[src/rtl/vfcs_pkg.sv]
// Package for the voxel face cull and shade block: types, codes, palette and shading arithmetic.
package vfcs_pkg;

    localparam int SIZE_X_DEF = 16;
    localparam int SIZE_Z_DEF = 16;
    localparam int SIZE_Y_DEF = 128;

    localparam logic CMD_WRITE = 1'b0;
    localparam logic CMD_QUERY = 1'b1;

    localparam logic [2:0] FACE_NEG_X  = 3'd0;
    localparam logic [2:0] FACE_POS_X  = 3'd1;
    localparam logic [2:0] FACE_TOP    = 3'd2;
    localparam logic [2:0] FACE_BOTTOM = 3'd3;
    localparam logic [2:0] FACE_NEG_Z  = 3'd4;
    localparam logic [2:0] FACE_POS_Z  = 3'd5;

    localparam logic [3:0] KIND_AIR   = 4'd0;
    localparam logic [3:0] KIND_GRASS = 4'd1;
    localparam logic [3:0] KIND_GLOW  = 4'd8;

    typedef enum logic [1:0] {
        ST_IDLE,
        ST_READ_NB,
        ST_CHECK,
        ST_FINISH
    } state_t;

    typedef struct packed {
        logic [7:0] alpha;
        logic [7:0] blue;
        logic [7:0] green;
        logic [7:0] red;
    } color_t;

    typedef struct packed {
        logic [3:0] kind;
        logic [2:0] face;
        logic [3:0] x;
        logic [6:0] y;
        logic [3:0] z;
    } shade_req_t;

    function automatic color_t mk_color(input logic [7:0] r, input logic [7:0] g,
                                        input logic [7:0] b, input logic [7:0] a);
        color_t c;
        c.red   = r;
        c.green = g;
        c.blue  = b;
        c.alpha = a;
        return c;
    endfunction

    // Grass uses its own colors on the top and bottom faces.
    function automatic color_t palette_color(input logic [3:0] kind, input logic [2:0] face);
        color_t c;
        case (kind)
            4'd1:    c = mk_color(8'd80, 8'd150, 8'd40, 8'd255);
            4'd2:    c = mk_color(8'd100, 8'd70, 8'd40, 8'd255);
            4'd3:    c = mk_color(8'd120, 8'd120, 8'd120, 8'd255);
            4'd4:    c = mk_color(8'd80, 8'd50, 8'd30, 8'd255);
            4'd5:    c = mk_color(8'd40, 8'd180, 8'd40, 8'd180);
            4'd6:    c = mk_color(8'd220, 8'd200, 8'd120, 8'd255);
            4'd7:    c = mk_color(8'd50, 8'd100, 8'd200, 8'd150);
            4'd8:    c = mk_color(8'd255, 8'd255, 8'd150, 8'd255);
            default: c = mk_color(8'd255, 8'd255, 8'd255, 8'd255);
        endcase
        if (kind == KIND_GRASS && face == FACE_TOP)
        begin
            c = mk_color(8'd100, 8'd200, 8'd50, 8'd255);
        end
        if (kind == KIND_GRASS && face == FACE_BOTTOM)
        begin
            c = mk_color(8'd100, 8'd70, 8'd40, 8'd255);
        end
        return c;
    endfunction

    // Floor of v / 5 by a reciprocal multiply, exact for all 12-bit inputs.
    function automatic logic [9:0] div5(input logic [11:0] v);
        logic [25:0] p;
        p = 26'(v) * 26'd13108;
        return p[25:16];
    endfunction

    // Floor of 255 * j / 100 for a jitter step j of 0 to 9.
    function automatic logic [4:0] jitter_boost(input logic [3:0] j);
        logic [4:0] b;
        case (j)
            4'd0:    b = 5'd0;
            4'd1:    b = 5'd2;
            4'd2:    b = 5'd5;
            4'd3:    b = 5'd7;
            4'd4:    b = 5'd10;
            4'd5:    b = 5'd12;
            4'd6:    b = 5'd15;
            4'd7:    b = 5'd17;
            4'd8:    b = 5'd20;
            4'd9:    b = 5'd22;
            default: b = 5'd0;
        endcase
        return b;
    endfunction

    // Face factor in fifths, then jitter, clamped at full scale.
    function automatic logic [7:0] shade_first(input logic [7:0] base, input logic [2:0] fifths,
                                               input logic [4:0] boost);
        logic [10:0] prod;
        logic [9:0]  c1;
        logic [10:0] sum;
        prod = 11'(base) * 11'(fifths);
        c1   = div5(12'(prod));
        sum  = 11'(c1) + 11'(boost);
        return (sum > 11'd255) ? 8'd255 : sum[7:0];
    endfunction

    // Height gradient in twentieths, clamped at full scale.
    function automatic logic [7:0] shade_second(input logic [7:0] c2, input logic [1:0] ylow);
        logic [12:0] prod;
        logic [9:0]  q;
        prod = 13'(c2) * (13'd18 + 13'(ylow));
        q    = div5(12'(prod[12:2]));
        return (q > 10'd255) ? 8'd255 : q[7:0];
    endfunction

endpackage

[src/rtl/vfcs_shade.sv]
// Two-step color shading: face factor and jitter registered, then the height gradient.
module vfcs_shade (
    input  logic                 clk,
    input  logic                 load,
    input  vfcs_pkg::shade_req_t req,
    output vfcs_pkg::color_t     color
);

    vfcs_pkg::color_t pal;
    logic [2:0]       fifths;
    logic [6:0]       mix;
    logic [14:0]      mix_prod;
    logic [3:0]       tens;
    logic [3:0]       jstep;
    logic [4:0]       boost;

    logic [7:0] red_reg;
    logic [7:0] green_reg;
    logic [7:0] blue_reg;
    logic [7:0] alpha_reg;
    logic [1:0] ylow_reg;

    always_comb
    begin
        pal = vfcs_pkg::palette_color(req.kind, req.face);
        if (req.kind == vfcs_pkg::KIND_GLOW || req.face == vfcs_pkg::FACE_TOP)
        begin
            fifths = 3'd5;
        end
        else if (req.face == vfcs_pkg::FACE_BOTTOM)
        begin
            fifths = 3'd3;
        end
        else
        begin
            fifths = 3'd4;
        end
        mix      = 7'(req.x) ^ req.y ^ 7'(req.z);
        mix_prod = 15'(mix) * 15'd205;
        tens     = mix_prod[14:11];
        jstep    = 4'(mix - 7'(tens) * 7'd10);
        boost    = vfcs_pkg::jitter_boost(jstep);
    end

    always_ff @(posedge clk)
    begin
        if (load)
        begin
            red_reg   <= vfcs_pkg::shade_first(pal.red, fifths, boost);
            green_reg <= vfcs_pkg::shade_first(pal.green, fifths, boost);
            blue_reg  <= vfcs_pkg::shade_first(pal.blue, fifths, boost);
            alpha_reg <= pal.alpha;
            ylow_reg  <= req.y[1:0];
        end
    end

    always_comb
    begin
        color.red   = vfcs_pkg::shade_second(red_reg, ylow_reg);
        color.green = vfcs_pkg::shade_second(green_reg, ylow_reg);
        color.blue  = vfcs_pkg::shade_second(blue_reg, ylow_reg);
        color.alpha = alpha_reg;
    end

endmodule

[config.mk]
export PLATFORM = sky130hd
export DESIGN_NAME = vfcs_shade
export DESIGN_NICKNAME = d
export VERILOG_FILES = /design/src/rtl/vfcs_pkg.sv /design/src/rtl/vfcs_shade.sv
export SDC_FILE = /design/constraint.sdc
export NUM_CORES = 1
export LEC_CHECK = 0
export ABC_CLOCK_PERIOD_IN_PS = 10200
export CAP_MARGIN = 20
export CORE_MARGIN = 3
export CORE_UTILIZATION = 46
export CTS_BUF_LIST = sky130_fd_sc_hd__clkbuf_4 sky130_fd_sc_hd__clkbuf_8
export CTS_CLUSTER_DIAMETER = 50
export DETAILED_ROUTE_END_ITERATION = 16
export DONT_BUFFER_PORTS = 1
export GPL_TIMING_DRIVEN = 0
export HOLD_SLACK_MARGIN = 0.1
export PLACE_DENSITY = 0.72
export SKIP_LAST_GASP = 1
export SLEW_MARGIN = 5
export SYNTH_ARGS = -nofsm -noshare
export SYNTH_HDL_FRONTEND = slang
export SYNTH_SLANG_ARGS = --single-unit
[constraint.sdc]
create_clock -name clk -period 10.2 [get_ports clk]
set_clock_uncertainty 0.15 [all_clocks]
set_input_delay 1.53 -clock clk [delete_from_list [all_inputs] [get_ports clk]]
set_output_delay 1.53 -clock clk [all_outputs]
set_load 0.05 [all_outputs]
== Word-level counts from Yosys, hierarchy flattened ==
Memory sizes are Yosys's and may differ from the RTL's.
Index checks and enable logic that the tools add are counted.
Word-level totals
  output and inout bits: 32
  input bits: 24
  memories kept: 2
  logic and storage cells: 49
  bits in read-only memories: 544
  register bits: 34
Memories
  (name not given): words 16, bits a word 29, read ports 1, clocked after Yosys merged registers in 0, wr ports 0, line vfcs_pkg.sv:57  | case (kind)
  (name not given): words 16, bits a word 5, read ports 1, clocked after Yosys merged registers in 0, wr ports 0, line vfcs_pkg.sv:89  | case (j)
Operators by class
  bitwise gates (word level): 2
  $mul: 14
  add/sub/neg operators: 5
  eq/ne operators: 4
  muxes and demuxes: 7
  $lt $le $gt $ge: 6
  reductions and logical operators: 4
Operators with widths (number)
  11-bit by 12-bit multiplier with 23-bit output (second input constant): 6
  24-bit two-way mux: 2
  8-bit by 3-bit multiplier with 11-bit output: 3
  9-bit by 5-bit adder with 10-bit output: 3
  10-bit by 8-bit > comparator with 1-bit output (second input constant): 3
  9-bit by 8-bit > comparator with 1-bit output (second input constant): 3
  8-bit by 13-bit multiplier with 13-bit output: 2
  8-bit two-way mux: 3
  7-bit by 8-bit multiplier with 15-bit output (second input constant): 1
  8-bit by 6-bit multiplier with 13-bit output: 1
  4-bit by 7-bit XOR with 7-bit output: 1
  7-bit by 4-bit XOR with 7-bit output: 1
  5-bit by 2-bit adder with 6-bit output (first input constant): 1
  3-bit by 2-bit == test with 1-bit output (second input constant): 2
  3-bit two-way mux: 2
  4-bit by 1-bit == test with 1-bit output (second input constant): 1
  4-bit == test (second input constant): 1
  4-bit by 3-bit multiplier with 3-bit output (second input constant): 1
  4-bit subtractor: 1
  1-bit logical AND: 2
  2-bit OR reduction: 1
  1-bit logical OR: 1

== Logic depth before layout (Yosys ltp) ==
  word-level depth: 8
  depth in mapped cells: 50
  gate-level depth less buffers: 50

== Worst setup path after synthesis ==
OpenSTA, ideal clock, no wires.
  kind: input -> register
  from: input port req[19] (netlist bit)
  to: register blue_reg[4] (data pin)
  arrival: 10.577 ns
  slack: -0.799 ns
  setup time: 0.271 ns
  required time: 9.779 ns
  path buffers: 2
  stages: 42
  cells stage by stage: inv_1 -> ha_1 -> nor2b_4 -> nand2_1 -> and3_1 -> clkbuf_1 -> inv_1 -> clkbuf_1 -> nand2_1 -> fa_1 -> inv_1 -> ha_1 -> a21o_1 -> a21oi_1 -> o21bai_1 -> a21oi_1 -> o21bai_1 -> a21oi_1 -> [... 6 more ...] -> fa_1 -> inv_1 -> ha_1 -> a2111oi_2 -> o31ai_2 -> a31oi_1 -> nor2b_1 -> nor2_1 -> nor2b_1 -> nor2_1 -> ha_1 -> a21o_1 -> a21oi_1 -> o21bai_1 -> a21oi_1 -> nand4b_1 -> mux2i_1 -> o21ai_1
On the way
  word-level cells in the longest chain between the ends: 8
  elaborated cells on any way between the ends: 13
  classes of those cells: 1 x add/sub; 2 x mul; 1 x order compare; 2 x eq/ne; 3 x mux; 3 x reduce/logical; 1 x memory
RTL lines
  start: declaration: line vfcs_shade.sv:5  | input vfcs_pkg::shade_req_t req,
  parallel branches: the longest is 4 deep, another holds memory 16 x 29 bit
  8-bit by 3-bit multiplier with 11-bit output (*): line vfcs_pkg.sv:111  | prod = 11'(base) * 11'(fifths);
  11-bit by 12-bit multiplier with 23-bit output (*): line vfcs_pkg.sv:82  | p = 26'(v) * 26'd13108;
  9-bit by 5-bit adder with 10-bit output (*): line vfcs_pkg.sv:113  | sum = 11'(c1) + 11'(boost);
  10-bit by 8-bit > comparator with 1-bit output: line vfcs_pkg.sv:114  | return (sum > 11'd255) ? 8'd255 : sum[7:0];
  end signal: assignment: line vfcs_shade.sv:51  | blue_reg <= vfcs_pkg::shade_first(pal.blue, fifths, boost);
  end: declaration: line vfcs_shade.sv:19  | logic [7:0] blue_reg;
Every way passes the cells marked *.
A chain may end at the register's enable or synchronous reset.

== Final worst setup path ==
  from: input port req[19] (netlist bit)
  to: register red_reg[1] (data pin)
On the way
  word-level cells in the longest chain between the ends: 8
  elaborated cells on any way between the ends: 13
  classes of those cells: 1 x add/sub; 2 x mul; 1 x order compare; 2 x eq/ne; 3 x mux; 3 x reduce/logical; 1 x memory
RTL lines
  parallel branches: the longest is 4 deep, another holds memory 16 x 29 bit
  8-bit by 3-bit multiplier with 11-bit output (*): line vfcs_pkg.sv:111
  11-bit by 12-bit multiplier with 23-bit output (*): line vfcs_pkg.sv:82
  9-bit by 5-bit adder with 10-bit output (*): line vfcs_pkg.sv:113
  10-bit by 8-bit > comparator with 1-bit output: line vfcs_pkg.sv:114
  end signal: assignment: line vfcs_shade.sv:49  | red_reg <= vfcs_pkg::shade_first(pal.red, fifths, boost);
  end: declaration: line vfcs_shade.sv:17  | logic [7:0] red_reg;
Marked as above.

==> reports/qor.csv <==
metric,value,unit
status,finished with violations,
violated checks,negative setup slack,
Sink Count,29,
# setup viols final,16,
crit path capture,red_reg[1]$_SDFFCE_PN1P_,
Critical Path Most Common Cell,fa_1,
CTS root buf,clkbuf_8,
Post-synth EDFFs,29,
Yosys top cell area share,35.2,%
Worst setup EP type,flip-flop,
Final Cell Area,24300,µm²
crit-path max FO,8,
Die H,214,µm
ANT cells,0,
H-tree levels,2,
Buf/Inv on CP,5,
Mapped Area,19900,µm²
routability cong.,0.904,
Syn-to-layout area delta,21.9,%
boundary pin count,56,
first-pass GRT wire length,71.8,mm
Slew HR,33.6,%
synth top area cells,"ha_1, fa_1, inv_1, edfxtp_1, xnor2_1",
DR vias/cell,5.13,
"Avg Cell Area, Syn",9.11,µm²
antenna-violating nets left,0,
initial antenna violation count,0,
pin count of the biggest net entering global routing,30,
TNS Setup,-1310,ps
"CP delay by family, top",adder cells,
width of the die,214,µm
Slew Limit Fails,0,
nets,3161,
CTS tree,done,
"Cell Area, Placed",20900,µm²
setup ws final,-168,ps
Adder-Cell Fraction of Synth Area,58.5,%
share of cells above drive strength 1,22.8,%
CP max-delay cell,fa_1,
register bit total from synthesis,29,
CP Depth,42,
PortBufs,0,
largest area contributor in the netlist,ha_1,
die area,45800,µm²
number of global-route vias before repair,16143,
Fill cells,3445,
Worst-Margin Slew,992,ps
CP Launch Point,req[19],
most repeated cell in the gate-level netlist after synthesis,ha_1,
via count,14985,
routed wire length,44.1,mm
largest family of logic cells by synthesized area,adder cells,
post-synthesis xor/xnor area fraction,6.08,%
ys async rst share,0,%
critical path class,input port to flip-flop,
Synth Area in Compound Gates,9.48,%
Std-Cell Rows,75,
commonest cells in the synthesized netlist,"ha_1, inv_1, fa_1",
Max Cap Viol,0,
mux cell area share after synthesis,1.66,%
CP startpoint kind,input port,
CP Data Arrival Time,10260,ps
Cells after Synth,2185,
top_reg_cell synth,edfxtp_1,
Hold Path Class,input port to flip-flop,
Initial DRC Count,403,
first drt pass iteration count,4,
crit share post-route,102,%
HPWL after DPL,34.3,mm
Worst path max stage delay,580,ps
"Seq/Total Area, Yosys",4.37,%
final hold vios,0,
tightest hold margin,1160,ps
core area,42300,µm²
CTS Buf Count,5,
Total Routing Usage GR,18.1,%
WP data required,10090,ps
Fmax achieved,96.5,MHz
Worst-path clk slew,90,ps
DRC Markers,0,
Avg WL per Cell,15.1,µm
clock buffer depth,2,
global route overflow,0,
initial core utilization,47.1,%
distinct cell type count of the synthesized netlist,87,
simple-gate share of the synthesized area,9.29,%
unrepaired setup endpoints after global routing,yes,
clock period minus worst slack,10370,ps
Hold Buf Count CTS,0,
number of synthesis warnings,0,
routing by layer:
| metal | vias to the layer above | wire, µm | track usage, % | part of all wire, % |
|---|---|---|---|---|
| li1 | 7396 | - | - | - |
| met1 | 7287 | 18300 | 21.5 | 41 |
| met2 | 218 | 23700 | 34.9 | 54 |
| met3 | 84 | 992 | 1.67 | 2.3 |
| met4 | 0 | 1080 | 4.61 | 2.4 |
| met5 | - | 0 | 0 | 0 |
cell families (layout without fill, tap and decap cells):
logic type | count (synthesis) | after routing
buffers and inverters | 555 | 711
AO/OA/AOI/OAI | 277 | 277
XOR/XNOR | 133 | 133
other | 1 | 6
adder cells (fa/ha/maj) | 792 | 792
multiplexers | 30 | 30
flip-flops | 29 | 29
AND/OR/NAND/NOR | 368 | 368
worst min path at each step:
stage | startpoint | endpoint | slack (ps) | depth (start not counted)
after global routing | req[4] | ylow_reg[0]$_DFFE_PP_ | 1150 | 0
after floorplan | req[4] | ylow_reg[0]$_DFFE_PP_ | 1480 | 0
after global placement | req[4] | ylow_reg[0]$_DFFE_PP_ | 1480 | 0
after CTS | req[4] | ylow_reg[0]$_DFFE_PP_ | 1150 | 0
after detailed placement | req[4] | ylow_reg[0]$_DFFE_PP_ | 1480 | 0
final | req[4] | ylow_reg[0]$_DFFE_PP_ | 1160 | 0
cells in the final DEF (no fill, tap or decap), types with 7 or more instances in the layout:
master and n:
ha_1 494, nand2_2 7, xnor2_1 63, xor2_1 35, o21ai_1 13, ha_2 11, or2_2 10, a21oi_1 40
a21o_1 36, xnor2_4 9, xor2_2 8, inv_2 29, edfxtp_1 29, nor2_1 56, buf_6 19, nor2_4 11
xnor2_2 13, o21ai_4 8, ha_4 55, nor2b_1 19, nand2_1 79, and3_1 9, mux2_2 17, nand3_1 12
a21oi_2 43, buf_4 138, nand2_4 19, fa_2 11, fa_1 221, o21bai_1 20, o21a_1 14, a21oi_4 7
nor2_2 12, and2_1 29, o21ai_0 21, nor3_1 20, nand2b_1 29, clkbuf_1 9, inv_1 499
layout make-up:
class / count / area (µm²) / area share [%]
sequential: 29 / 871 / 3.59
timing repair buffer: 150 / 1210 / 4.97
inverter: 531 / 2010 / 8.28
buffer: 22 / 181 / 0.748
tap: 577 / 722 / 2.97
multi-input combinational: 1606 / 19200 / 79.1
clock buffer: 6 / 76.3 / 0.314
clock inverter: 2 / 10.0 / 0.0412
what timing repair did:
action,CTS,global route
setup buffers,91,60
gates resized for setup,197,211
setup endpoints to repair,48,48
pin swaps,125,173
through the flow:
| step | setup slack [ps] | cells | utilization [%] |
|---|---|---|---|
| after detailed placement | -1220 | 2767 | 49.4 |
| after global routing | -512 | 2923 | 57.3 |
| after floorplan | -63.5 | 2190 | - |
| after CTS | -28.2 | 2865 | 53.6 |
| final | -168 | 2923 | 57.3 |
| after global placement | -1030 | 2767 | 49.4 |
Power is not shown: default switching activity piles up to over one toggle a cycle in this logic, so the estimate is an artifact.
